[src/rtl/tss_pkg.sv]
// Triangle span package: widths, screen constants and stage types.
// No dependencies; imported by every module of the span core.
`default_nettype none
package tss_pkg;
    localparam int unsigned SCREEN_WIDTH_DEF  = 320;
    localparam int unsigned SCREEN_HEIGHT_DEF = 224;
    localparam int unsigned DIV_W    = 17;   // divisor magnitude width (|dy| < 2^17)
    localparam int unsigned NUM_W    = 34;   // dividend magnitude width
    localparam int unsigned X_W      = 18;   // signed x after intersection
    localparam int unsigned IN_W     = 112;  // packed input tdata width
    localparam int unsigned OUT_W    = 56;   // packed result tdata width (52 used)

    // per-edge setup leaving the setup stages
    typedef struct packed {
        logic             covers;
        logic             flat;
        logic             neg;              // sign of quotient
        logic [NUM_W-1:0] num;              // |dx * (row - ay)|
        logic [DIV_W-1:0] den;              // |by - ay|
        logic [X_W-1:0]   ax;               // start x, also first flat end
        logic [X_W-1:0]   bx;               // second flat end
    } edge_setup_t;

    // per-edge outcome into the span reduction
    typedef struct packed {
        logic           covers;
        logic           flat;
        logic [X_W-1:0] xa;
        logic [X_W-1:0] xb;
    } edge_x_t;
endpackage
`default_nettype wire

[src/rtl/tss_divider.sv]
// Pipelined restoring divider, one quotient bit per stage, truncating.
// Depends on tss_pkg. Adds x start to the signed quotient at the end (non-flat edges).
`default_nettype none
module tss_divider
    import tss_pkg::*;
(
    input  wire logic        aclk,
    input  wire logic        en,
    input  edge_setup_t      setup,
    output edge_x_t          result
);
    localparam int NS = int'(NUM_W);
    logic [DIV_W:0]   rem_in   [NS];
    logic [NUM_W-1:0] quo_in   [NS];
    edge_setup_t      side_in  [NS];
    logic [DIV_W:0]   rem_reg  [NS];
    logic [NUM_W-1:0] quo_reg  [NS];
    edge_setup_t      side_reg [NS];
    logic [DIV_W:0]   trial [NS];
    logic [DIV_W:0]   sub   [NS];
    edge_x_t          res_reg;
    logic [X_W-1:0]   q;

    // stage i works on the output of stage i-1; stage 0 on the setup
    always_comb begin
        rem_in[0]  = '0;
        quo_in[0]  = setup.num;
        side_in[0] = setup;
        for (int i = 1; i < NS; i++) begin
            rem_in[i]  = rem_reg[i-1];
            quo_in[i]  = quo_reg[i-1];
            side_in[i] = side_reg[i-1];
        end
        for (int i = 0; i < NS; i++) begin
            trial[i] = {rem_in[i][DIV_W-1:0], quo_in[i][NUM_W-1]};
            sub[i]   = trial[i] - {1'b0, side_in[i].den};
        end
    end

    always_ff @(posedge aclk) begin
        if (en) begin
            for (int i = 0; i < NS; i++) begin
                side_reg[i] <= side_in[i];
                if (!sub[i][DIV_W]) begin
                    rem_reg[i] <= sub[i];
                    quo_reg[i] <= {quo_in[i][NUM_W-2:0], 1'b1};
                end else begin
                    rem_reg[i] <= trial[i];
                    quo_reg[i] <= {quo_in[i][NUM_W-2:0], 1'b0};
                end
            end
        end
    end

    // quotient stays below 2^17 whenever the edge covers the row
    assign q = side_reg[NS-1].neg ? X_W'(-quo_reg[NS-1][X_W-1:0])
                                  : quo_reg[NS-1][X_W-1:0];

    always_ff @(posedge aclk) begin
        if (en) begin
            res_reg.covers <= side_reg[NS-1].covers;
            res_reg.flat   <= side_reg[NS-1].flat;
            res_reg.xa     <= side_reg[NS-1].flat ? side_reg[NS-1].ax
                                                  : side_reg[NS-1].ax + q;
            res_reg.xb     <= side_reg[NS-1].bx;
        end
    end
    assign result = res_reg;
endmodule
`default_nettype wire

[config.mk]
export PLATFORM = sky130hd
export DESIGN_NAME = tss_divider
export DESIGN_NICKNAME = d
export VERILOG_FILES = /design/src/rtl/tss_pkg.sv /design/src/rtl/tss_divider.sv
export SDC_FILE = /design/constraint.sdc
export NUM_CORES = 2
export LEC_CHECK = 0
export BUFFER_PORTS_ARGS = -buffer_cell sky130_fd_sc_hd__buf_4
export CORE_MARGIN = 2
export CORE_UTILIZATION = 55
export CTS_CLUSTER_SIZE = 10
export DETAILED_ROUTE_END_ITERATION = 16
export PLACE_DENSITY = 0.71
export SLEW_MARGIN = 20
export SYNTH_ARGS = -nofsm -noshare
export SYNTH_HDL_FRONTEND = slang
export SYNTH_MEMORY_MAX_BITS = 65536
export SYNTH_SLANG_ARGS = --single-unit
[constraint.sdc]
create_clock -name aclk -period 5 [get_ports aclk]
set_input_delay 1.5 -clock aclk [delete_from_list [all_inputs] [get_ports aclk]]
set_output_delay 1.5 -clock aclk [all_outputs]
set_load 0.02 [all_outputs]
==> results.toml <==
[outcome]
status = "finished, final reports clean"

[detailed_routing]
dr.pass1.iters = 8
vias_per_cell = 5.552
ant_nets = 0
wirelength_mm = 226.0
drt_iter0_markers = 4755
routedWlPerCell_um = 18.69
vias = 67110
drc = 0

[pwr]
cellLeakagePower_nw = 55.35
peakVddDrop_uv = 375.9
power_density_nw_per_um2 = 574.4

[die]
fp.dieW_um = 497.3
rows = 181
start_util_pct = 55.18
die-area_um2 = 247300
die_h_um = 497.3
io_pins = 130
coreArea_um2 = 242500

[clocking]
cts-htree-levels = 5
ctsHoldBuffers = 0
cts.sinks = 3218
cts_buffers = 379
post_cts_buffers = 0
cts_resized = 0
cts_root_buf = "clkbuf_16"
clock_latency_ns = 0.95
cts.reportedPaths.clkPinSlew_ns = 0.05
cts_tree = "yes"
cts_buffer_depth = 4

[placed_design]
dp_hpwl_mm = 151.2
gp_congestion = 0.8842
io_buffers = 129
place_area_um2 = 139000
dp_slack_ns = 1.094

[global_route]
grt_pass1_wl_mm = 363.5
grt_pass1_vias = 68490
antenna_found_initial = 3
grt_max_degree = 221
grt_usage_pct = 18.25
grt-ovfl-total = 0

[critical_path]
cp_max_fo = 17
arrival_ns = 4.53
end_kind = "register"
path_class = "reg -> reg"
crit_required_ns = 5.61
startpoint_type = "register"

[layout]
final_nets = 9531
post-route-cell-area_um2 = 149000
largest_reg_flops = 1887
final_common_cell = "edfxtp_1"
drive_gt1_share_pct = 13.13
final_cell_mix = "3217 x edfxtp_1, 692 x inv_1, 580 x ha_1, 455 x mux2_2, 433 x a21oi_1"
syn2layout_area_growth_pct = 11.35
num-fill-cells = 17450

[hold_path]
hp-class = "reg -> reg"

[logic_synthesis]
syn_nets = 9080
synthSimpleGateAreaFrac_pct = 4.156
synth_edf_count = 3217
synth_top_family_by_area = "compound AO/OA/AOI/OAI gates"
synth-seq-cells = 3218
synthesis.area_um2 = 133800
yosysSeqAreaShare_pct = 72.19
synth_fa_ha_area_share_pct = 5.916
synth_compound_area_share_pct = 7.610
ys_types = 79
ys_warn_count = 0
synth_mux_area_share_pct = 4.782
ys_async_sr_fraction_pct = 0
synth_top_flop_cell = "edfxtp_1"
synthXorXnorAreaFrac_pct = 2.912
syn_inst = 8375
syn_avg_cell_area_um2 = 15.98

[sta]
fin_ws_ns = 1.086
final.period_utilization_pct = 78.29
worstMarginPinSlew_ns = 1.036
finalSetupViolCount = 0
rsz0062_at_grt = "false"
relSlewSlack_pct = 30.03
fin_crit_ns = 3.914
finalClockSkew_ns = 0.08994
fin_setup_tns_ns = 0
fmax_ghz = 0.2555
hold_violations = 0
maxSlewViolCount = 0

[job]
cap_violations = 0
## Yosys cell counts (36+ instances only)
library cell  number  area (um2)
a211o_1           42       367.9
a21boi_0          71       533.0
a21o_1           137        1028
a21oi_1          433        2167
a31oi_1           58       362.9
buf_2             40       200.2
clkbuf_1          89       334.1
edfxtp_1        3217       96600
ha_1             580        7257
inv_1            692        2597
mux2_2           455        5124
mux2i_1           93       930.9
nand2_1          290        1089
nand2b_1          98       613.1
nand3_1           93       465.5
nand4_1           36       225.2
nor2_1           282        1059
nor2b_1          102       638.1
nor3_1            67       335.3
o211ai_1          39       292.8
o21a_1           164        1231
o21ai_0          309        1546
o31a_1            42       367.9
o31ai_1           49       367.9
or3_1             36       225.2
xnor2_1          335        2934
xor2_1           110       963.4
## final timing paths
kind / startpoint / endpoint / slack (ns) / cells after the start
max: rem_reg[10][29]$_DFFE_PP_ / rem_reg[11][2]$_DFFE_PP_ / 1.09 / 8
max reg2reg: rem_reg[10][29]$_DFFE_PP_ / rem_reg[11][2]$_DFFE_PP_ / 1.09 / 8
min: side_reg[28][17]$_DFFE_PP_ / side_reg[29][17]$_DFFE_PP_ / 0.34 / 0
min reg2reg: side_reg[28][17]$_DFFE_PP_ / side_reg[29][17]$_DFFE_PP_ / 0.34 / 0
## per-stage QoR
| stage | util, % | power [mW] | instances | hold slack, ns |
|---|---|---|---|---|
| 3_5_place_dp | 57.30 | 62.69 | 11650 | 0.4045 |
| 3_3_place_gp | 57.30 | 61.93 | 11650 | 0.4004 |
| 4_1_cts | 61.43 | 86.31 | 12090 | 0.3457 |
| 5_1_grt | 61.44 | 90.46 | 12090 | 0.3505 |
| 2_1_floorplan | - | 56.74 | 8375 | 0.4003 |
| 6_report | 61.44 | 85.60 | 12090 | 0.3432 |
## where the power goes
part | switching (mW) | internal, mW | leakage (nW)
Combinational | 13.0 | 12.3 | 19.0
Sequential | 2.11 | 35.1 | 31.5
Clock | 9.45 | 13.7 | 4.91
Total | 24.5 | 61.1 | 55.3
## metal layers
metal  track usage, %  vias to the layer above  wire length (um)
met2            30.88                     1289            111600
met5                0                        -                 0
met3            3.153                      443              9059
met1            24.09                    32910             99020
li1                 -                    32470                 -
met4            5.871                        0              6286
## logic make-up (layout without fill, tap and decap cells)
family	Yosys count	in the layout
adders and majority gates	613	613
DFF	3218	3218
and+or+nand+nor	1134	1134
other	0	1
AOI/OAI and AO/OA	1561	1561
buffers and inverters	832	1342
xor gates and xnor gates	445	445
muxes	572	572
## cell type report
type	instances	area, um2	share of cell area, %
flip-flops and latches	3218	96620	64.83
multi-input cells	4325	33970	22.79
clock buffers	408	9699	6.508
well taps	3202	4006	2.688
inverters	694	2605	1.748
repair buffers	208	1814	1.217
clock inverters	32	310.3	0.2082
diodes	1	2.502	0.001679
## worst max-delay path, stage by stage (launching register included)
cell	delay, ns
edfxtp_1	0.39
ha_1	0.37
a21o_1	0.21
o21bai_1	0.23
nor4_1	0.53
o311ai_0	0.51
nand3_1	0.21
and3b_1	0.74
mux2_2	0.41
No activity file was read; power rests on OpenSTA's default activity.
