[config.mk]
export PLATFORM = sky130hd
export DESIGN_NAME = tss_edge_setup
export DESIGN_NICKNAME = d
export VERILOG_FILES = /design/src/rtl/tss_pkg.sv /design/src/rtl/tss_edge_setup.sv
export SDC_FILE = /design/constraint.sdc
export NUM_CORES = 1
export LEC_CHECK = 0
export ABC_CLOCK_PERIOD_IN_PS = 5700
export BUFFER_PORTS_ARGS = -buffer_cell sky130_fd_sc_hd__buf_2
export CORE_MARGIN = 4
export CORE_UTILIZATION = 56
export DETAILED_ROUTE_END_ITERATION = 8
export PLACE_DENSITY = 0.79
export SETUP_SLACK_MARGIN = 0.2
export SLEW_MARGIN = 10
export SYNTH_ARGS = -nofsm -noshare
export SYNTH_HDL_FRONTEND = slang
export SYNTH_SLANG_ARGS = --single-unit
[constraint.sdc]
create_clock -name aclk -period 5.7 [get_ports aclk]
set_input_delay 1.14 -clock aclk [delete_from_list [all_inputs] [get_ports aclk]]
set_output_delay 1.14 -clock aclk [all_outputs]
set_load 0.005 [all_outputs]
[src/rtl/tss_pkg.sv]
// Triangle span package: widths, screen constants and stage types.
// No dependencies; imported by every module of the span core.
`default_nettype none
package tss_pkg;
    localparam int unsigned SCREEN_WIDTH_DEF  = 320;
    localparam int unsigned SCREEN_HEIGHT_DEF = 224;
    localparam int unsigned DIV_W    = 17;   // divisor magnitude width (|dy| < 2^17)
    localparam int unsigned NUM_W    = 34;   // dividend magnitude width
    localparam int unsigned X_W      = 18;   // signed x after intersection
    localparam int unsigned IN_W     = 112;  // packed input tdata width
    localparam int unsigned OUT_W    = 56;   // packed result tdata width (52 used)

    // per-edge setup leaving the setup stages
    typedef struct packed {
        logic             covers;
        logic             flat;
        logic             neg;              // sign of quotient
        logic [NUM_W-1:0] num;              // |dx * (row - ay)|
        logic [DIV_W-1:0] den;              // |by - ay|
        logic [X_W-1:0]   ax;               // start x, also first flat end
        logic [X_W-1:0]   bx;               // second flat end
    } edge_setup_t;

    // per-edge outcome into the span reduction
    typedef struct packed {
        logic           covers;
        logic           flat;
        logic [X_W-1:0] xa;
        logic [X_W-1:0] xb;
    } edge_x_t;
endpackage
`default_nettype wire

[src/rtl/tss_edge_setup.sv]
// Edge setup: coverage test, differences and magnitude of dx*(row-ay).
// Depends on tss_pkg. One registered stage, product registered afterwards.
`default_nettype none
module tss_edge_setup
    import tss_pkg::*;
(
    input  wire logic               aclk,
    input  wire logic               en,
    input  wire logic signed [15:0] ax,
    input  wire logic signed [15:0] ay,
    input  wire logic signed [15:0] bx,
    input  wire logic signed [15:0] by,
    input  wire logic        [7:0]  row,
    output edge_setup_t             setup
);
    logic signed [16:0] dx, dy, dr;
    logic        [16:0] mdx, mdy, mdr;
    logic               cov, flt, neg;
    // stage A registers
    logic [16:0] mdx_reg, mdy_reg, mdr_reg;
    logic        cov_reg, flt_reg, neg_reg;
    logic [X_W-1:0] ax_reg, bx_reg;
    // stage B registers
    logic [X_W-1:0] ax_d_reg, bx_d_reg;
    logic [16:0] mdy_d_reg;
    logic        cov_d_reg, flt_d_reg, neg_d_reg;
    logic [NUM_W-1:0] prod_reg;

    always_comb begin
        dx  = 17'(bx) - 17'(ax);
        dy  = 17'(by) - 17'(ay);
        dr  = $signed({9'd0, row}) - 17'(ay);
        mdx = dx[16] ? 17'(-dx) : 17'(dx);
        mdy = dy[16] ? 17'(-dy) : 17'(dy);
        mdr = dr[16] ? 17'(-dr) : 17'(dr);
        cov = (($signed({9'd0, row}) >= 17'(ay)) && ($signed({9'd0, row}) <= 17'(by)))
           || (($signed({9'd0, row}) >= 17'(by)) && ($signed({9'd0, row}) <= 17'(ay)));
        flt = (ay == by);
        neg = dx[16] ^ dr[16] ^ dy[16];
    end

    always_ff @(posedge aclk) begin
        if (en) begin
            mdx_reg <= mdx; mdy_reg <= mdy; mdr_reg <= mdr;
            cov_reg <= cov; flt_reg <= flt; neg_reg <= neg;
            ax_reg  <= X_W'(ax); bx_reg <= X_W'(bx);
            prod_reg <= NUM_W'(mdx_reg) * NUM_W'(mdr_reg);
            mdy_d_reg <= mdy_reg; cov_d_reg <= cov_reg; flt_d_reg <= flt_reg;
            neg_d_reg <= neg_reg; ax_d_reg <= ax_reg; bx_d_reg <= bx_reg;
        end
    end

    assign setup.covers = cov_d_reg;
    assign setup.flat   = flt_d_reg;
    assign setup.neg    = neg_d_reg;
    assign setup.num    = prod_reg;
    assign setup.den    = mdy_d_reg;
    assign setup.ax     = ax_d_reg;
    assign setup.bx     = bx_d_reg;
endmodule
`default_nettype wire

==> results of run 1 <==
layout make-up:
cell class	instances	area [um^2]
antenna	2	5.00
clock buffer	18	429
clock inverter	14	164
fill	2406	10500
inverter	330	1240
multi-input combinational	1224	11700
sequential	172	5160
tap	402	503
timing repair buffer	307	1950
critical path, cell delays in order, from the launching register on:
cell and delay (ns):
edfxtp_1 0.43, buf_6 0.17, and2_1 0.17, fa_1 0.54, inv_1 0.06, fa_1 0.54
inv_1 0.05, ha_2 0.18, fa_1 0.54, inv_1 0.06, fa_2 0.36, fa_1 0.51
inv_1 0.04, ha_1 0.31, o21a_1 0.20, o21a_1 0.23, o21ai_2 0.18, a211oi_2 0.05
buf_4 0.16, o311ai_4 0.37, a31oi_4 0.16, buf_6 0.16, o41ai_4 0.23, xnor2_1 0.11
Yosys cell counts (7+ instances only):
library cell	number	area [um^2]
a211oi_1	9	67.6
a21o_1	20	150
a21oi_1	66	330
a31oi_1	14	87.6
and2_1	132	826
and3_1	9	56.3
buf_4	7	52.6
clkbuf_1	48	180
edfxtp_1	172	5160
fa_1	227	4540
ha_1	159	1990
inv_1	330	1240
nand2_1	208	781
nand2b_1	10	62.6
nand3_1	18	90.1
nor2_1	63	236
nor2b_1	14	87.6
nor3_1	17	85.1
o211ai_1	14	105
o21a_1	25	188
o21ai_0	34	170
or4_1	11	82.6
xnor2_1	71	622
xor2_1	35	307
layer usage:
metal | track usage, % | up-vias | wire [um]
met5 | 0 | - | 0
met4 | 9.99 | 0 | 1460
met3 | 2.94 | 97 | 1860
met2 | 44.8 | 446 | 21800
met1 | 29.4 | 6685 | 16600
li1 | - | 6294 | -
per-stage QoR:
step	utilization, %	hold slack, ns
2_1_floorplan	-	0.400
6_report	66.9	0.418
3_5_place_dp	63.9	0.405
4_1_cts	66.4	0.416
5_1_grt	66.9	0.423
3_3_place_gp	63.9	0.400
cell families (layout without fill, tap and decap cells):
kind of cell / after synthesis / in the layout / share of synthesized area (%)
DFF: 172 / 172 / 28.6
AOI/OAI and AO/OA: 223 / 223 / 7.98
xor gates and xnor gates: 106 / 106 / 5.14
buffers and inverters: 387 / 669 / 8.21
other: 1 / 3 / 0.0208
muxes: 2 / 2 / 0.118
and+or+nand+nor: 506 / 506 / 13.7
adders and majority gates: 386 / 386 / 36.2
timing repair:
action                                  in CTS  in global routing
resized for setup                           33                 29
pin swaps                                   13                  6
endpoints found under the setup margin      20                 22
buffers inserted                             7                  5
gates cloned                                 0                  0
path summary, 6_finish.rpt:
| kind | start | end | slack (ns) | depth (start not counted) |
|---|---|---|---|---|
| max reg2reg | mdr_reg[5] | prod_reg[30] | -0.37 | 23 |
| min reg2reg | mdy_reg[5] | mdy_d_reg[5] | 0.42 | 0 |
| max | mdr_reg[5] | prod_reg[30] | -0.37 | 23 |
| min | mdy_reg[5] | mdy_d_reg[5] | 0.42 | 0 |
==> results.sh, run 1 <==
export IMPL_status="finished, violations left"
export IMPL_violations="setup timing"
export IMPL_rsz0062_at_grt="true"
export IMPL_layout_common_cells="inv_1 (323), fa_1 (221), nand2_1 (207)"
export IMPL_final_hold_viol_count=0
export IMPL_dpl_hpwl_um=33500
export IMPL_cts_buffers=17
export IMPL_worst_ep_arrival_time_ns=6.25
export IMPL_drv_cap=0
export IMPL_fin_crit_sh_pct=106
export IMPL_required_ns=5.89
export IMPL_fp_dieH_um=188
export IMPL_grt_pass1_vias=14600
export IMPL_stdcell_count=2469
export IMPL_final_setup_tns_ns=-2.16
export IMPL_async_flop_share_pct=0
export IMPL_layout_nets=2512
export IMPL_dp_cells=2423
export IMPL_largest_reg_flops=34
export IMPL_io_buffer_count=163
export IMPL_postCtsHoldBufs=0
export IMPL_wl_um=41800
export IMPL_critPathMaxFanout=10
export IMPL_synth_area_per_cell_um2=10.1
export IMPL_fin_area_um2=21200
export IMPL_area_delta_synth_final_pct=17.4
export IMPL_crit_path_start_kind="register"
export IMPL_fp_dieW_um=188
export IMPL_fin_ws_ns=-0.367
export IMPL_grt_overflow=0
export IMPL_maxSlewViolCount=0
export IMPL_grt_max_degree=113
export IMPL_grt_pass1_wl_um=70300
export IMPL_clock_sinks=172
export IMPL_ys_warn_count=0
export IMPL_fin_skew_ns=0.0124
export IMPL_drive_above_1_share_pct=19.6
export IMPL_ant_nets=0
export IMPL_finalCriticalPeriod_ns=6.07
export IMPL_clock_path_buffers=2
export IMPL_placed_cell_area_um2=20200
export IMPL_io_pins=164
export IMPL_slew_headroom_pct=28.4
export IMPL_start_util_pct=57.0
export IMPL_synth_nets=2243
export IMPL_cp_end_kind="register"
export IMPL_place_gp_congestion=0.923
export IMPL_setup_viol=12
export IMPL_final_common_cell="inv_1"
export IMPL_drc=0
export IMPL_fp_row_count=65
export IMPL_crit_type="register to register"
export IMPL_tritoncts="yes"
export IMPL_fmax_ghz=0.165
export IMPL_worstSkewPairLatency_ns=0.44
export IMPL_pre_cts_ws_ns=-0.730
export IMPL_synth_area_um2=18000
export IMPL_clk_pin_slew_ns=0.08
export IMPL_min_delay_path_class="register to register"
export IMPL_synthDistinctLibCells=60
export IMPL_track_usage_pct=24.5
export IMPL_yosysSeqAreaShare_pct=28.6
export IMPL_root_buffer="clkbuf_16"
export IMPL_antenna_found_initial=2
export IMPL_h_tree_depth=4
export IMPL_synth_edf_count=172
export IMPL_ys_flop_type="edfxtp_1"
export IMPL_ys_ff_latch=172
export IMPL_dr_pass1_iters=5
export IMPL_wl_per_cell_um=16.9
export IMPL_core_um2=31600
export IMPL_syn_inst=1783
export IMPL_drt_iter0_drc=845
export IMPL_worst_pin_slew_ns=1.07
export IMPL_via_per_inst=5.48
export IMPL_die_area_um2=35200
export IMPL_vias=13500
Power of run 1 is left out: the tool's default activity adds up to more than one toggle a clock period on the data nets, which glitch-free logic cannot reach.
==> run 2, diff against run 1 <==
- GPL_TIMING_DRIVEN: not set -> 0
==> run 2 against run 1 <==
- the run still ends with setup timing left
- sequential cell count stayed put
- clock skew is 0.0055 ns higher
- clock-buffer cell count is 1 lower
- critical endpoint is now prod_reg[27]
==> results.sh, run 2 (synthesis gave the netlist of run 1 again) <==
export IMPL_status="finished, violations left"
export IMPL_violations="setup timing"
export IMPL_fin_ws_ns=-0.459
export IMPL_setup_viol=12
export IMPL_grt_pass1_vias=14800
export IMPL_area_delta_synth_final_pct=21.8
export IMPL_die_area_um2=35200
export IMPL_core_um2=31600
export IMPL_io_buffer_count=163
export IMPL_dr_pass1_iters=6
export IMPL_clock_sinks=172
export IMPL_io_pins=164
export IMPL_via_per_inst=5.60
export IMPL_place_gp_congestion=0.953
export IMPL_maxSlewViolCount=0
export IMPL_drc=0
export IMPL_vias=13900
export IMPL_dp_cells=2349
export IMPL_grt_max_degree=89
export IMPL_ant_nets=0
export IMPL_placed_cell_area_um2=19600
export IMPL_largest_reg_flops=34
export IMPL_stdcell_count=2488
export IMPL_layout_common_cells="inv_1 (313), fa_1 (218), nand2_1 (200)"
export IMPL_cp_end_kind="register"
export IMPL_grt_pass1_wl_um=76000
export IMPL_tritoncts="yes"
export IMPL_layout_nets=2534
export IMPL_rsz0062_at_grt="true"
export IMPL_finalCriticalPeriod_ns=6.16
export IMPL_fp_dieW_um=188
export IMPL_critPathTopFamily="adder cells"
export IMPL_cp_num_buf_inv=6
export IMPL_wl_um=47500
export IMPL_final_hold_viol_count=0
export IMPL_crit_path_start_kind="register"
export IMPL_n_antenna_cell=0
export IMPL_cp_cell_sequence="buf_6 > buf_4 > and2_1 > fa_1 > fa_2 > fa_1 > fa_2 > fa_1 > inv_1 > fa_1 > inv_2 > ha_4 > clkbuf_8 > a22o_1 > nor4_4 > a31oi_4 > buf_6 > o21a_1 > o21a_1 > o41ai_2 > xnor2_1"
export IMPL_clk_pin_slew_ns=0.08
export IMPL_final_common_cell="inv_1"
export IMPL_crit_type="register to register"
export IMPL_start_util_pct=57.0
export IMPL_cpPeakStageDelay_ns=0.60
export IMPL_fin_skew_ns=0.0179
export IMPL_fp_dieH_um=188
export IMPL_clock_path_buffers=2
export IMPL_fin_crit_sh_pct=108
export IMPL_fp_row_count=65
export IMPL_min_delay_path_class="register to register"
export IMPL_post_route_util_pct=69.5
export IMPL_cts_buffers=17
export IMPL_cpMostUsedCell="fa_1"
export IMPL_antenna_found_initial=0
export IMPL_final_seq_area_um2=5160
export IMPL_dpl_hpwl_um=34500
export IMPL_worst_ep_arrival_time_ns=6.36
export IMPL_h_tree_depth=4
export IMPL_required_ns=5.90
export IMPL_worstSkewPairLatency_ns=0.46
export IMPL_drv_cap=0
export IMPL_root_buffer="clkbuf_16"
export IMPL_wl_per_cell_um=19.1
export IMPL_grt_overflow=0
export IMPL_drt_iter0_drc=928
export IMPL_worst_pin_slew_ns=0.815
export IMPL_postCtsHoldBufs=0
export IMPL_track_usage_pct=27.3
export IMPL_drive_above_1_share_pct=22.6
export IMPL_fin_area_um2=22000
export IMPL_slowest_stage="fa_2"
export IMPL_multi_input_area_um2=12000
export IMPL_critPathMaxFanout=4
export IMPL_nFillCells=2305
export IMPL_slew_headroom_pct=45.7
export IMPL_fmax_ghz=0.162
## run 2: cell type report
type / instances / area share [%]
multi-input combinational: 1224 / 54.8
sequential: 172 / 23.5
timing repair buffer: 272 / 8.22
inverter: 330 / 5.64
buffer: 57 / 2.83
tap: 402 / 2.29
clock buffer: 17 / 1.94
clock inverter: 14 / 0.786
## run 2: final timing paths
path	start	to	slack, ns	depth (start not counted)
worst max-delay path	mdx_reg[4]	prod_reg[27]	-0.46	21
worst min-delay path	neg_reg	neg_d_reg	0.41	0
worst max register to register	mdx_reg[4]	prod_reg[27]	-0.46	21
worst min register to register	neg_reg	neg_d_reg	0.41	0
## run 2: repair_timing
action / in CTS / in global routing
setup buffers: 84 / 23
gates cloned: 1 / 0
pin swaps: 62 / 62
endpoints found under the setup margin: 22 / 21
gates resized for setup: 165 / 69
## run 2: per-layer routing
metal  wire (um)  GRT usage (%)
met5           0              0
met4        2040           10.4
met3        3260           5.34
met2       23700           47.5
met1       18600           33.9
## run 2: through the flow
step | setup TNS, ns | worst slack (ns) | hold WS, ns
floorplan | -0.109 | -0.0480 | 0.400
global placement | -9.80 | -1.08 | 0.401
detailed placement | -11.10 | -1.10 | 0.405
CTS | -2.57 | -0.397 | 0.411
global route | -6.14 | -0.650 | 0.417
finish | -3.76 | -0.459 | 0.411
Power of run 2 is left out for the same reason.
==> run 3, diff against run 2 <==
- RECOVER_POWER: not set -> 100
==> run 3 against run 2 <==
- the flow finishes with violations (capacitance limit, slew limit, setup timing)
- routed wire length about the same
- hold slack got worse by 0.0030 ns
- first-iteration DRC count is 1.3% lower
- critical path depth unchanged
- sequential share of layout area is 0.17 points higher
- non-clock buffer count unchanged
- sequential cell count unchanged
- die area stayed put
- via count about the same
- fmax decreased by 0.13%
- clock skew shrank 0.0020 ns
- design area down 0.73%
- critical path type unchanged
- critical endpoint unchanged
==> results.sh, run 3 (synthesis gave the netlist of run 1 again) <==
export IMPL_drt_iter0_drc=916
export IMPL_reg2reg_depth=21
export IMPL_cp_end_kind="register"
export IMPL_cp_startpoint="mdx_reg[4]"
export IMPL_fin_skew_ns=0.0159
export IMPL_tritoncts="yes"
export IMPL_n_antenna_cell=0
export IMPL_final_common_cell="inv_1"
export IMPL_cp_num_buf_inv=6
export IMPL_fp_dieH_um=188
export IMPL_largest_reg_flops=34
export IMPL_path_depth=21
export IMPL_worstSkewPairLatency_ns=0.46
export IMPL_violations="capacitance limit, slew limit, setup timing"
export IMPL_drive_above_1_share_pct=18.3
export IMPL_ff2ff_setup_slack_ns=-0.47
export IMPL_cpMostUsedCell="fa_1"
export IMPL_required_ns=5.89
export IMPL_maxSlewViolCount=86
export IMPL_cp_cell_sequence="buf_6 > buf_4 > and2_1 > fa_1 > fa_2 > fa_1 > fa_2 > fa_1 > inv_1 > fa_1 > inv_2 > ha_4 > clkbuf_8 > a22o_1 > nor4_4 > a31oi_4 > buf_6 > o21a_1 > o21a_1 > o41ai_2 > xnor2_1"
export IMPL_h_tree_depth=4
export IMPL_clock_sinks=172
export IMPL_slew_headroom_pct=-221
export IMPL_fp_dieW_um=188
export IMPL_grt_pass1_wl_um=76000
export IMPL_clk_pin_slew_ns=0.08
export IMPL_status="finished, violations left"
export IMPL_area_delta_synth_final_pct=20.9
export IMPL_min_delay_path_class="register to register"
export IMPL_track_usage_pct=27.3
export IMPL_worst_pin_slew_ns=4.81
export IMPL_ant_nets=0
export IMPL_drc=0
export IMPL_fmax_ghz=0.162
export IMPL_fin_area_um2=21800
export IMPL_layout_nets=2534
export IMPL_r2r_end="prod_reg[27]"
export IMPL_io_pins=164
export IMPL_cts_buffers=17
export IMPL_wl_um=47600
export IMPL_cpPeakStageDelay_ns=0.60
export IMPL_finalCriticalPeriod_ns=6.17
export IMPL_slowest_stage="fa_2"
export IMPL_fin_crit_sh_pct=108
export IMPL_place_gp_congestion=0.953
export IMPL_fin_ws_ns=-0.467
export IMPL_die_area_um2=35200
export IMPL_drv_cap=1
export IMPL_start_util_pct=57.0
export IMPL_rsz0062_at_grt="true"
export IMPL_via_per_inst=5.60
export IMPL_worstHoldPathCells=0
export IMPL_critPathTopFamily="adder cells"
export IMPL_core_um2=31600
export IMPL_critPathMaxFanout=4
export IMPL_setup_viol=18
export IMPL_wl_per_cell_um=19.1
export IMPL_crit_end="prod_reg[27]"
export IMPL_antenna_found_initial=0
export IMPL_fp_row_count=65
export IMPL_io_buffer_count=163
export IMPL_crit_type="register to register"
export IMPL_placed_cell_area_um2=19600
export IMPL_dr_pass1_iters=7
export IMPL_clock_path_buffers=2
export IMPL_timing_rr_start="mdx_reg[4]"
export IMPL_grt_pass1_vias=14800
export IMPL_vias=13900
export IMPL_crit_path_start_kind="register"
export IMPL_final_hold_viol_count=0
export IMPL_grt_max_degree=89
export IMPL_layout_common_cells="inv_1 (313), fa_1 (218), nand2_1 (200)"
export IMPL_root_buffer="clkbuf_16"
export IMPL_worst_ep_arrival_time_ns=6.36
export IMPL_grt_overflow=0
export IMPL_dpl_hpwl_um=34500
[run 3: cell types whose count changed in the layout (fill, tap and decap cells not counted), sizes merged]
cell,previous run,this run
buf,285,197
clkbuf,61,149
[run 3: metal layers]
layer | vias to the layer above | track usage, % | share of wire [%]
met5 | - | 0 | 0
met4 | 0 | 10.4 | 4.2
met3 | 115 | 5.34 | 6.9
met2 | 587 | 47.5 | 50
met1 | 6893 | 33.9 | 39
li1 | 6338 | - | -
[run 3: how the worst min path moves through the flow]
stage | startpoint | to | slack [ns]
floorplan | ax_reg[0] | ax_d_reg[0] | 0.40
global placement | neg_reg | neg_d_reg | 0.40
detailed placement | bx_reg[9] | bx_d_reg[9] | 0.40
CTS | neg_reg | neg_d_reg | 0.41
global route | neg_reg | neg_d_reg | 0.42
finish | neg_reg | neg_d_reg | 0.41
[run 3: cell type report]
cell class                      instances  area, um^2
Clock inverter                         14         173
Timing Repair Buffer                  272        1680
Multi-Input combinational cell       1224       12000
Fill cell                            2345        9820
Buffer                                 57         619
Sequential cell                       172        5160
Clock buffer                           17         425
Tap cell                              402         503
Inverter                              330        1240
[run 3: repair_timing]
item / 4_1_cts / 5_1_grt
buffers inserted: 84 / 23
setup endpoints to repair: 22 / 21
pin swaps: 62 / 62
cloned: 1 / 0
hold buffers: 0 / 0
gates resized for setup: 165 / 69
[run 3: per-stage QoR]
| step | util, % | setup slack, ns | std cells | hold slack, ns | TNS, ns |
|---|---|---|---|---|---|
| after floorplan | - | -0.0480 | 1783 | 0.400 | -0.109 |
| final | 69.0 | -0.467 | 2488 | 0.408 | -4.43 |
| after CTS | 68.0 | -0.397 | 2465 | 0.411 | -2.57 |
| after global placement | 61.8 | -1.08 | 2348 | 0.401 | -9.80 |
| after detailed placement | 61.9 | -1.10 | 2349 | 0.405 | -11.10 |
| after global routing | 69.0 | -0.652 | 2488 | 0.417 | -10.19 |
Power of run 3 is left out for the same reason.
