`config.mk`:
```
export PLATFORM = sky130hd
export DESIGN_NAME = tss_span_reduce
export DESIGN_NICKNAME = d
export VERILOG_FILES = /design/src/rtl/tss_pkg.sv /design/src/rtl/tss_span_reduce.sv
export SDC_FILE = /design/constraint.sdc
export NUM_CORES = 1
export LEC_CHECK = 0
export BUFFER_PORTS_ARGS = -buffer_cell sky130_fd_sc_hd__buf_2
export CAP_MARGIN = 20
export CORE_MARGIN = 5
export CORE_UTILIZATION = 40
export DETAILED_ROUTE_END_ITERATION = 8
export PLACE_DENSITY = 0.58
export SYNTH_ARGS = -nofsm -noshare
export SYNTH_HDL_FRONTEND = slang
export SYNTH_SLANG_ARGS = --single-unit
export TNS_END_PERCENT = 10
```
`constraint.sdc`:
```
create_clock -name aclk -period 14.45 [get_ports aclk]
set_input_delay 0.7225 -clock aclk [delete_from_list [all_inputs] [get_ports aclk]]
set_output_delay 0.7225 -clock aclk [all_outputs]
set_load 0.02 [all_outputs]
```
`src/rtl/tss_pkg.sv`:
```
// Triangle span package: widths, screen constants and stage types.
// No dependencies; imported by every module of the span core.
`default_nettype none
package tss_pkg;
    localparam int unsigned SCREEN_WIDTH_DEF  = 320;
    localparam int unsigned SCREEN_HEIGHT_DEF = 224;
    localparam int unsigned DIV_W    = 17;   // divisor magnitude width (|dy| < 2^17)
    localparam int unsigned NUM_W    = 34;   // dividend magnitude width
    localparam int unsigned X_W      = 18;   // signed x after intersection
    localparam int unsigned IN_W     = 112;  // packed input tdata width
    localparam int unsigned OUT_W    = 56;   // packed result tdata width (52 used)

    // per-edge setup leaving the setup stages
    typedef struct packed {
        logic             covers;
        logic             flat;
        logic             neg;              // sign of quotient
        logic [NUM_W-1:0] num;              // |dx * (row - ay)|
        logic [DIV_W-1:0] den;              // |by - ay|
        logic [X_W-1:0]   ax;               // start x, also first flat end
        logic [X_W-1:0]   bx;               // second flat end
    } edge_setup_t;

    // per-edge outcome into the span reduction
    typedef struct packed {
        logic           covers;
        logic           flat;
        logic [X_W-1:0] xa;
        logic [X_W-1:0] xb;
    } edge_x_t;
endpackage
`default_nettype wire

```
`src/rtl/tss_span_reduce.sv`:
```
// Span reduction: min/max of edge x values, clip, row address.
// Depends on tss_pkg. Two register stages.
`default_nettype none
module tss_span_reduce
    import tss_pkg::*;
#(
    parameter int unsigned SCREEN_WIDTH  = SCREEN_WIDTH_DEF,
    parameter int unsigned SCREEN_HEIGHT = SCREEN_HEIGHT_DEF
) (
    input  wire logic       aclk,
    input  wire logic       en,
    input  edge_x_t         e0,
    input  edge_x_t         e1,
    input  edge_x_t         e2,
    input  wire logic [7:0] row,
    output logic            span_valid,
    output logic [8:0]      span_start_x,
    output logic [8:0]      span_end_x,
    output logic [16:0]     start_address
);
    localparam logic signed [X_W+1:0] W_LAST = (X_W+2)'(SCREEN_WIDTH - 1);
    localparam logic [12:0] H = 13'(SCREEN_HEIGHT);
    logic signed [X_W-1:0] cand [6];
    logic                  use_c [6];
    logic signed [X_W-1:0] lo, hi;
    logic                  any;
    logic signed [X_W-1:0] lo_reg, hi_reg;
    logic                  any_reg, row_ok_reg;
    logic [7:0]            row_reg;
    logic signed [X_W+1:0] clo, chi;
    logic                  ok;
    logic [8:0]            sx_n, ex_n;
    logic [16:0]           addr_n;
    logic                  valid_reg;
    logic [8:0]            sx_reg, ex_reg;
    logic [16:0]           addr_reg;

    always_comb begin
        cand[0] = e0.xa; cand[1] = e0.xb; cand[2] = e1.xa;
        cand[3] = e1.xb; cand[4] = e2.xa; cand[5] = e2.xb;
        use_c[0] = e0.covers; use_c[1] = e0.covers && e0.flat;
        use_c[2] = e1.covers; use_c[3] = e1.covers && e1.flat;
        use_c[4] = e2.covers; use_c[5] = e2.covers && e2.flat;
        any = 1'b0; lo = '0; hi = '0;
        for (int i = 0; i < 6; i++) begin
            if (use_c[i]) begin
                if (!any || cand[i] < lo) lo = cand[i];
                if (!any || cand[i] > hi) hi = cand[i];
                any = 1'b1;
            end
        end
    end

    always_comb begin
        clo = (X_W+2)'(lo_reg);
        chi = (X_W+2)'(hi_reg);
        if (clo < 0) clo = '0;
        if (chi > W_LAST) chi = W_LAST;
        ok = any_reg && row_ok_reg && (clo <= chi);
        sx_n = ok ? clo[8:0] : '0;
        ex_n = ok ? chi[8:0] : '0;
        addr_n = ok ? 17'(32'(row_reg) * 32'(SCREEN_WIDTH) + 32'(clo[X_W-1:0])) : '0;
    end

    always_ff @(posedge aclk) begin
        if (en) begin
            lo_reg <= lo; hi_reg <= hi; any_reg <= any;
            row_ok_reg <= (13'(row) < H);
            row_reg <= row;
            valid_reg <= ok; sx_reg <= sx_n; ex_reg <= ex_n;
            addr_reg <= addr_n;
        end
    end

    assign span_valid    = valid_reg;
    assign span_start_x  = sx_reg;
    assign span_end_x    = ex_reg;
    assign start_address = addr_reg;
endmodule
`default_nettype wire

```
==> metrics.cfg, run 1 <==
[run_status]
outcome = completed

[place]
io_buffers = 159
routabilityCongestion = 0.924
hpwl_microns = 25100
placed_cells = 1696
placement.cell_area_sq_mm = 0.0115

[drt]
drcViolationCount = 0
met3WireLength_microns = 1410
met2_wirelength_microns = 14200
finalWirelength_microns = 28900
drt-wirelength-per-cell_microns = 16.9
viasPerCell = 5.31
wl_met1_microns = 12400
num_vias = 9090
final_antenna_net_count = 0
dr.pass1.iters = 5
drt-initial-drc-count = 352
top_layer_used = met5

[flow_run]
drv_cap = 0

[cells_and_area]
design_area_sq_mm = 0.0118
layout-drive-gt1-share_pct = 19.1
syn_to_final_growth_pct = 15.7
fin_nets = 1694
fin_cells = 1711

[critical_path]
crit_buf_inv = 8
critPathMostFrequentCell = o21ai_0
timing.rr.end = span_start_x[4]$_SDFFCE_PN0P_
regToRegStartpoint = hi_reg[17]$_DFFE_PP_
crit_fanout = 33
regToRegSetupSlack_ns = 10.04
reg2regPathDepth = 18
path_depth = 57
cp.required_ns = 14.61
crit_arrival_ns = 13.48
start_kind = input pin
crit_path_max_incr_delay_ns = 0.64
critical_path.top_delay_family = compound AO/OA/AOI/OAI gates
cp-end-kind = register
critPathKind = input pin to register
critPathSlowestCell = a31oi_1

[clocking]
cts_max_path_buffers = 2
cts_max_level = 3
cts_made_buffers = 9
insertion_delay_ns = 0.33
cts_tree = built
cts_setup_buffers = 0
cts-root-buf = clkbuf_16
clock_sinks = 76
clk_pin_slew_worst_paths_ns = 0.06

[grt]
grt_pass1_vias = 9066
overflow = 0
grt_antenna_before_repair = 4
grt_max_degree = 77
grt_usage_pct = 19.9
grt_pass1_wl_microns = 46100

[floorplan]
die_y_microns = 170
fp-row-count = 58
core_area_sq_mm = 0.0252
start_util_pct = 40.5
num_io_pins = 160
fp.dieW_microns = 170
dieArea_sq_mm = 0.0288

[yosys]
synthFlopType = edfxtp_1
synth_area_sq_mm = 0.0102
syn_inst = 1214
async_flop_share_pct = 0
synth_edf_count = 76
ys_ff_latch = 76
syn_nets = 1531
syn_area_per_cell_sq_um = 8.40
ys_seq_area_share_pct = 22.4
synth_cell_type_count = 70
synth-warning-count = 0

[power_and_ir_drop]
p_per_area_mw_per_mm2 = 94.2
p_sw_share_pct = 38.6
seqPwrFrac_pct = 26.7
p_sw_uw = 430
p_clk_share_pct = 18.8
p_comb_share_pct = 54.5
intPower_uw = 683
leakagePower_nw = 5.92
ir_drop_uv = 75.5
total_power_mw = 1.11

[timing]
setup_viol = 0
rsz0062_at_grt = no
maxSlewHeadroom_pct = 39.1
skew_ns = 0.00545
tightest_slew_ns = 0.914
drv_slew = 0
fmax_ghz = 0.0751
hold_violations = 0
min_period_ns = 13.31
fin_hold_ws_ns = 0.569
period_share_pct = 92.1

[worst_hold_path]
hp-class = input pin to register
hold_end = row_reg[3]$_DFFE_PP_
hold_depth = 1
min_from = row[3]

==> power groups by stage <==
stage	clock network, mW	registers (mW)	logic (mW)
floorplan	0	0.303	0.416
global placement	0	0.301	0.597
detailed placement	0	0.302	0.605
CTS	0.213	0.298	0.610
global route	0.222	0.300	0.690
finish	0.209	0.297	0.606
==> metal layers <==
| metal | track usage (%) | up-vias |
|---|---|---|
| met5 | 0 | - |
| met4 | 6.48 | 8 |
| met3 | 2.59 | 57 |
| met2 | 36.4 | 258 |
| met1 | 23.9 | 4097 |
| li1 | - | 4670 |
==> synthesized netlist by cell type (4+ instances only) <==
| cell type | number | area share, % |
|---|---|---|
| a211oi_1 | 8 | 0.59 |
| a21o_1 | 43 | 3.2 |
| a21oi_1 | 74 | 3.6 |
| a31oi_1 | 7 | 0.43 |
| and2_1 | 15 | 0.92 |
| and3_1 | 4 | 0.25 |
| and4_1 | 8 | 0.69 |
| buf_4 | 8 | 0.59 |
| buf_6 | 4 | 0.44 |
| clkbuf_1 | 27 | 0.99 |
| edfxtp_1 | 76 | 22 |
| ha_1 | 191 | 23 |
| inv_1 | 152 | 5.6 |
| mux2_2 | 33 | 3.6 |
| mux2i_1 | 59 | 5.8 |
| nand2_1 | 104 | 3.8 |
| nand2b_1 | 26 | 1.6 |
| nand3_1 | 26 | 1.3 |
| nand3b_1 | 4 | 0.29 |
| nand4_1 | 26 | 1.6 |
| nor2_1 | 71 | 2.6 |
| nor2b_1 | 39 | 2.4 |
| nor3_1 | 4 | 0.20 |
| nor4_1 | 5 | 0.31 |
| o2111ai_1 | 7 | 0.60 |
| o21a_1 | 6 | 0.44 |
| o21ai_0 | 100 | 4.9 |
| o21ai_1 | 4 | 0.20 |
| o21bai_1 | 7 | 0.52 |
| o31a_1 | 5 | 0.43 |
| xnor2_1 | 13 | 1.1 |
==> cell families (layout without fill, tap and decap cells) <==
group,after synthesis,count (layout),share of synthesized area (%)
compound gates,288,288,17.2
fa+ha+maj,193,193,23.8
xor+xnor,16,16,1.37
buf+inv,195,361,7.78
other cells,0,1,0
mux,94,94,9.71
simple gates,352,352,17.7
flops,76,76,22.4
==> metrics by stage <==
step           setup slack [ns]  TNS, ns  util (%)
3_3_place_gp             0.0171        0      45.7
5_1_grt                  0.0408        0      46.9
3_5_place_dp            -0.0152  -0.0152      45.7
2_1_floorplan              1.12        0         -
4_1_cts                   0.305        0      46.8
6_report                   1.14        0      46.9
==> worst max-delay path by stage <==
stage                           end    from  slack [ns]
2_1_floorplan  lo_reg[10]$_DFFE_PP_  e0[37]        1.12
3_3_place_gp    hi_reg[8]$_DFFE_PP_  e0[37]        0.02
3_5_place_dp    hi_reg[3]$_DFFE_PP_  e0[37]       -0.02
4_1_cts         hi_reg[3]$_DFFE_PP_  e0[37]        0.30
5_1_grt         hi_reg[3]$_DFFE_PP_  e0[37]        0.04
6_report        hi_reg[3]$_DFFE_PP_  e0[37]        1.14
==> layout by cell type, fill, tap and decap left out, types with 4 or more instances in the layout <==
cell type  instances
a211oi_1           7
a21o_1            42
a21oi_1           74
a31oi_1            7
and2_1            15
and3_1             4
and4_1             8
buf_2            158
buf_4             34
clkbuf_16          9
edfxtp_1          76
ha_1             191
inv_1            152
mux2_2            33
mux2i_1           59
nand2_1          103
nand2b_1          26
nand3_1           25
nand3b_1           4
nand4_1           26
nor2_1            70
nor2b_1           39
nor3_1             4
nor4_1             4
o2111ai_1          6
o21a_1             6
o21ai_0          100
o21ai_1            4
o21bai_1           7
o31a_1             5
or2_2              4
xnor2_1           13
==> timing repair <==
action | in CTS | in global routing
gates resized for setup | 0 | 7
endpoints found under the setup margin | 0 | 36
hold buffers | 0 | 0
==> area by class of cell <==
class	instances	area, sq um
Tap cell	330	413
Inverter	152	571
Antenna cell	1	2.50
Sequential cell	76	2280
Fill cell	2507	13400
Clock buffer	11	233
Timing Repair Buffer	195	1090
Clock inverter	3	40.0
Multi-Input combinational cell	943	7170
==> worst register-to-register path, cell delays in order (launching register included) <==
cell and delay [ns]:
edfxtp_1 0.51, a31oi_1 0.63, nor2_1 0.13, ha_1 0.35, a21oi_1 0.20, nor2b_1 0.07, o21ai_0 0.14, nand2b_1 0.08
a21oi_1 0.14, nor2b_1 0.06, o21ai_0 0.15, nand2b_1 0.07, a221oi_1 0.24, o21ai_0 0.11, a21oi_1 0.19, a31oi_1 0.06
or3_1 0.68, inv_1 0.30, and2_1 0.16
(Power assumes the default switching activity.)
==> run 2, diff against run 1 <==
- CORE_UTILIZATION: 40 -> 35
- CTS_BUF_LIST: not set -> sky130_fd_sc_hd__clkbuf_2 sky130_fd_sc_hd__clkbuf_4 sky130_fd_sc_hd__clkbuf_8
- PLACE_DENSITY: 0.58 -> 0.52
==> run 2 against run 1 <==
Net effect:
- register-to-register slack got worse by 0.02 ns
- routed wire length up 3.1%
- combinational power rose by 0.7%
- non-clock buffer count grew 6
==> metrics.cfg, run 2 (synthesized netlist as in run 1, its figures left out) <==
[run_status]
outcome = completed

[clocking]
postCtsHoldBufs = 0  ; unchanged
cts_max_level = 3  ; unchanged
cts_resized = 0  ; unchanged
cts_tree = built
cts_made_buffers = 9  ; unchanged
cts-root-buf = clkbuf_8
clock_sinks = 76  ; unchanged
clk_pin_slew_worst_paths_ns = 0.07  ; about the same
cts_max_path_buffers = 2  ; unchanged
cts_setup_buffers = 0  ; unchanged
insertion_delay_ns = 0.35  ; +0.02 ns

[critical_path]
crit_arrival_ns = 13.55  ; +0.07 ns
critPathMostFrequentCell = o21ai_0
critical_path.top_delay_family = compound AO/OA/AOI/OAI gates
crit_fanout = 35  ; +6.1%
crit_buf_inv = 5  ; -3
critPathKind = input pin to register
cp.required_ns = 14.64  ; +0.03 ns
critPathSlowestCell = a32oi_2
crit_path_max_incr_delay_ns = 0.55  ; -0.09 ns
start_kind = input pin
cp-end-kind = register

[cells_and_area]
final_common_cell = ha_1
syn_to_final_growth_pct = 16.1
multi_input_area_sq_mm = 0.00717  ; about the same
fillers = 2993  ; +19%
final_cell_mix = 191 x ha_1, 158 x buf_2, 152 x inv_1
seq_area_sq_mm = 0.00228  ; unchanged
fin_nets = 1700  ; +0.35%
layout-drive-gt1-share_pct = 19.5  ; +0.41 points

[power_and_ir_drop]
p_per_area_mw_per_mm2 = 91.0  ; -3.5%
p_comb_share_pct = 56.7  ; +2.2 points
ir_drop_uv = 36.0  ; -52%
p_sw_share_pct = 39.5  ; +0.89 points
seqPwrFrac_pct = 27.5  ; +0.8 points
p_clk_share_pct = 15.8  ; -3.0 points
leakagePower_nw = 5.91  ; -0.11%
p_sw_uw = 426  ; -0.95%
intPower_uw = 651  ; -4.6%

[grt]
grtUsageMet3_pct = 2.96  ; +0.37 points
grt_pass1_vias = 8979  ; -0.96%
grt_usage_pct = 17.7  ; -2.1 points
grt_max_degree = 77  ; unchanged
overflow = 0  ; unchanged
met1_usage_pct = 21.7  ; -2.2 points
grt-busiest-layer = met2
grtUsageMet2_pct = 32.0  ; -4.5 points
grt_antenna_before_repair = 9  ; +5
grt_pass1_wl_microns = 47000  ; +2.0%

[timing]
hold_violations = 0  ; unchanged
period_share_pct = 92.4  ; +0.31 points
fmax_ghz = 0.0749  ; -0.34%
setup_viol = 0  ; unchanged
rsz0062_at_grt = no
tightest_slew_ns = 0.910  ; -0.00407 ns
maxSlewHeadroom_pct = 39.3  ; +0.27 points
setup-tns-final_ns = 0  ; unchanged
layout_setup_ws_ns = 1.09  ; -0.0454 ns
fin_hold_ws_ns = 0.541  ; -0.0284 ns
skew_ns = 0.00893  ; +0.00347 ns
min_period_ns = 13.36  ; +0.0454 ns
drv_slew = 0  ; unchanged

[drt]
drcViolationCount = 0  ; unchanged
finalWirelength_microns = 29800  ; +3.1%
final_antenna_net_count = 0  ; unchanged
drt-initial-drc-count = 382  ; +8.5%
viasPerCell = 5.10  ; -4.1%
drt-wirelength-per-cell_microns = 16.8  ; -0.52%
dr.pass1.iters = 5  ; unchanged
num_vias = 9035  ; -0.61%

[place]
hpwl_microns = 26200  ; +4.1%
place_ws_ns = -0.184  ; -0.168 ns
routabilityCongestion = 0.907  ; -1.9%
io_buffers = 159  ; unchanged

[floorplan]
num_io_pins = 160  ; unchanged
dieArea_sq_mm = 0.0327  ; +13%
start_util_pct = 35.4  ; -5.1 points
die_y_microns = 181  ; +6.5%
fp.dieW_microns = 181  ; +6.5%
fp-row-count = 62  ; +6.9%
core_area_sq_mm = 0.0288  ; +14%

[worst_hold_path]
hp-class = input pin to register

[flow_run]
drv_cap = 0  ; unchanged

[run 2: final timing paths]
path / startpoint / end / slack, ns / depth (start not counted)
worst max register to register: hi_reg[17]$_DFFE_PP_ / span_start_x[4]$_SDFFCE_PN0P_ / 10.02 / 18
worst min-delay path: row[4] / row_reg[4]$_DFFE_PP_ / 0.54 / 1
worst min register to register: hi_reg[5]$_DFFE_PP_ / span_end_x[5]$_SDFFCE_PN0P_ / 0.58 / 2
worst max-delay path: e0[37] / hi_reg[3]$_DFFE_PP_ / 1.09 / 62
[run 2: cell type report]
cell class	instances	area share, %
inverters	152	4.82
well taps	384	4.06
diodes	2	0.0423
clock inverters	5	0.645
clock buffers	10	1.11
multi-input cells	943	60.5
repair buffers	201	9.51
flip-flops and latches	76	19.3
[run 2: per-layer routing]
metal  share of wire (%)  up-vias
met3                 4.5       45
met4                 2.5       12
met2                  49      210
met1                  43     4083
li1                    -     4685
met5                0.19        -
[run 2: power groups by stage]
stage,Combinational [mW],Sequential [mW],Clock [mW]
2_1_floorplan,0.416,0.303,0
3_3_place_gp,0.607,0.301,0
3_5_place_dp,0.613,0.302,0
4_1_cts,0.616,0.297,0.174
5_1_grt,0.696,0.300,0.188
6_report,0.610,0.296,0.170
[run 2: through the flow]
step                std cells  power [mW]  instance area [sq um]  util (%)
CTS                      1771        1.09                  11800      41.1
global placement         1756       0.909                  11600      40.3
detailed placement       1756       0.914                  11600      40.3
floorplan                1214       0.719                  10200         -
global route             1772        1.18                  11800      41.1
finish                   1773        1.08                  11800      41.1
==> run 3, diff against run 2 <==
- REMOVE_ABC_BUFFERS: not set -> 1
==> run 3 against run 2 <==
Net effect:
- worst hold slack better by 0.0044 ns
- routed wire length is 0.12% lower
- clock skew is 0.00064 ns lower
- combinational power is 1% higher
- sequential share of layout area is 0.30 points lower
- critical endpoint is now hi_reg[0]$_DFFE_PP_
- die area stayed put
- count of clock-buffer cells in the layout is 1 lower
- maximum frequency is 1.1% higher
==> metrics.cfg, run 3 (synthesized netlist as in run 1, its figures left out) <==
[cells_and_area]
multi_input_area_sq_mm = 0.00716  ; -0.17%
fin_nets = 1724  ; +1.4%
final_cell_mix = 191 x ha_1, 158 x buf_2, 152 x inv_1
seq_area_sq_mm = 0.00228  ; unchanged
fillers = 2986  ; -0.23%
final_util_pct = 41.8  ; +0.65 points
design_area_sq_mm = 0.0120  ; +1.6%
final_common_cell = ha_1
syn_to_final_growth_pct = 17.9
layout-drive-gt1-share_pct = 20.5  ; +1.0 points

[worst_hold_path]
hp-class = input pin to register
hold_depth = 1  ; unchanged

[critical_path]
reg2regPathDepth = 20  ; +2
start_kind = input pin
cp-end-kind = register
critPathMostFrequentCell = o21ai_0
crit_arrival_ns = 13.31  ; -0.24 ns
crit_buf_inv = 9  ; +4
path_depth = 64  ; +3.2%
critPathSlowestCell = nor4_4
crit_path_max_incr_delay_ns = 0.40  ; -0.15 ns
critPathKind = input pin to register
critical_path.top_delay_family = compound AO/OA/AOI/OAI gates
crit_fanout = 26  ; -26%
cp.required_ns = 14.55  ; -0.09 ns

[power_and_ir_drop]
p_per_area_mw_per_mm2 = 91.5  ; +0.56%
leakagePower_nw = 6.04  ; +2.1%
total_power_mw = 1.10  ; +2.1%
ir_drop_uv = 51.5  ; +43%

[timing]
period_share_pct = 91.4  ; -1.0 points
maxSlewHeadroom_pct = 38.2  ; -1.2 points
tightest_slew_ns = 0.927  ; +0.0174 ns
fmax_ghz = 0.0757  ; +1.1%
hold_violations = 0  ; unchanged
setup_viol = 0  ; unchanged
min_period_ns = 13.21  ; -0.147 ns
rsz0062_at_grt = no
layout_setup_ws_ns = 1.24  ; +0.147 ns
skew_ns = 0.00829  ; -0.000641 ns
setup-tns-final_ns = 0  ; unchanged
drv_slew = 0  ; unchanged

[place]
io_buffers = 159  ; unchanged
placement.cell_area_sq_mm = 0.0118  ; +1.6%
hpwl_microns = 25900  ; -1.1%
place_ws_ns = 0.587  ; +0.770 ns
routabilityCongestion = 0.892  ; -1.6%

[grt]
grt_pass1_vias = 9076  ; +1.1%
grt_pass1_wl_microns = 47600  ; +1.3%
grt_antenna_before_repair = 10  ; +1
grt_max_degree = 77  ; unchanged
overflow = 0  ; unchanged
grt_usage_pct = 17.9  ; +0.19 points

[drt]
dr.pass1.iters = 5  ; unchanged
num_vias = 9009  ; -0.29%
final_antenna_net_count = 0  ; unchanged
finalWirelength_microns = 29800  ; -0.12%
drcViolationCount = 0  ; unchanged
viasPerCell = 5.02  ; -1.6%
drt-initial-drc-count = 291  ; -24%
drt-wirelength-per-cell_microns = 16.6  ; -1.4%

[floorplan]
num_io_pins = 160  ; unchanged
start_util_pct = 35.4  ; unchanged
core_area_sq_mm = 0.0288  ; unchanged
dieArea_sq_mm = 0.0327  ; unchanged
fp-row-count = 62  ; unchanged
die_y_microns = 181  ; unchanged
fp.dieW_microns = 181  ; unchanged

[clocking]
cts_made_buffers = 9  ; unchanged
postCtsHoldBufs = 0  ; unchanged
clk_pin_slew_worst_paths_ns = 0.07  ; about the same
cts-root-buf = clkbuf_8
cts_tree = built
cts_max_path_buffers = 2  ; unchanged
insertion_delay_ns = 0.35  ; about the same
cts_max_level = 3  ; unchanged
clock_sinks = 76  ; unchanged

[run_status]
outcome = completed

[flow_run]
drv_cap = 0  ; unchanged

run 3: cell count changes in the layout (fill, tap and decap cells not counted), sizes merged:
cell | before | now
bufinv | 2 | 3
inv | 153 | 152
clkbuf | 11 | 10
buf | 200 | 224
run 3: area by class of cell:
cell class | count | area share (%)
Multi-Input combinational cell | 943 | 59.5
Inverter | 152 | 4.74
Sequential cell | 76 | 19.0
Timing Repair Buffer | 225 | 10.9
Tap cell | 384 | 4.00
Clock buffer | 9 | 1.03
Antenna cell | 2 | 0.0416
Clock inverter | 5 | 0.853
run 3: layer usage:
metal / global-route usage [%] / wire, microns
met1: 21.6 / 12800
met3: 2.80 / 1300
met4: 6.20 / 879
met5: 0 / 121
met2: 32.4 / 14700
run 3: through the flow:
step           hold slack [ns]  instances
2_1_floorplan            0.541       1171
3_3_place_gp             0.577       1780
3_5_place_dp             0.578       1780
4_1_cts                  0.530       1794
5_1_grt                  0.527       1796
6_report                 0.545       1796
run 3: worst paths after layout:
| path | slack (ns) | startpoint | to |
|---|---|---|---|
| worst max-delay path | 1.24 | e0[37] | hi_reg[0]$_DFFE_PP_ |
| worst min-delay path | 0.55 | row[0] | row_reg[0]$_DFFE_PP_ |
| worst max register to register | 10.19 | hi_reg[14]$_DFFE_PP_ | span_start_x[2]$_SDFFCE_PN0P_ |
| worst min register to register | 0.59 | hi_reg[5]$_DFFE_PP_ | span_end_x[5]$_SDFFCE_PN0P_ |
run 3: where the power goes:
| group | switching (mW) | internal, mW | leakage [nW] |
|---|---|---|---|
| Clock | 0.0727 | 0.112 | 0.113 |
| Combinational | 0.340 | 0.278 | 5.15 |
| Sequential | 0.0138 | 0.283 | 0.770 |
run 3: timing repair:
action,in CTS,in global routing
gates resized for setup,0,2
setup endpoints to repair,0,18
buffers inserted,0,0
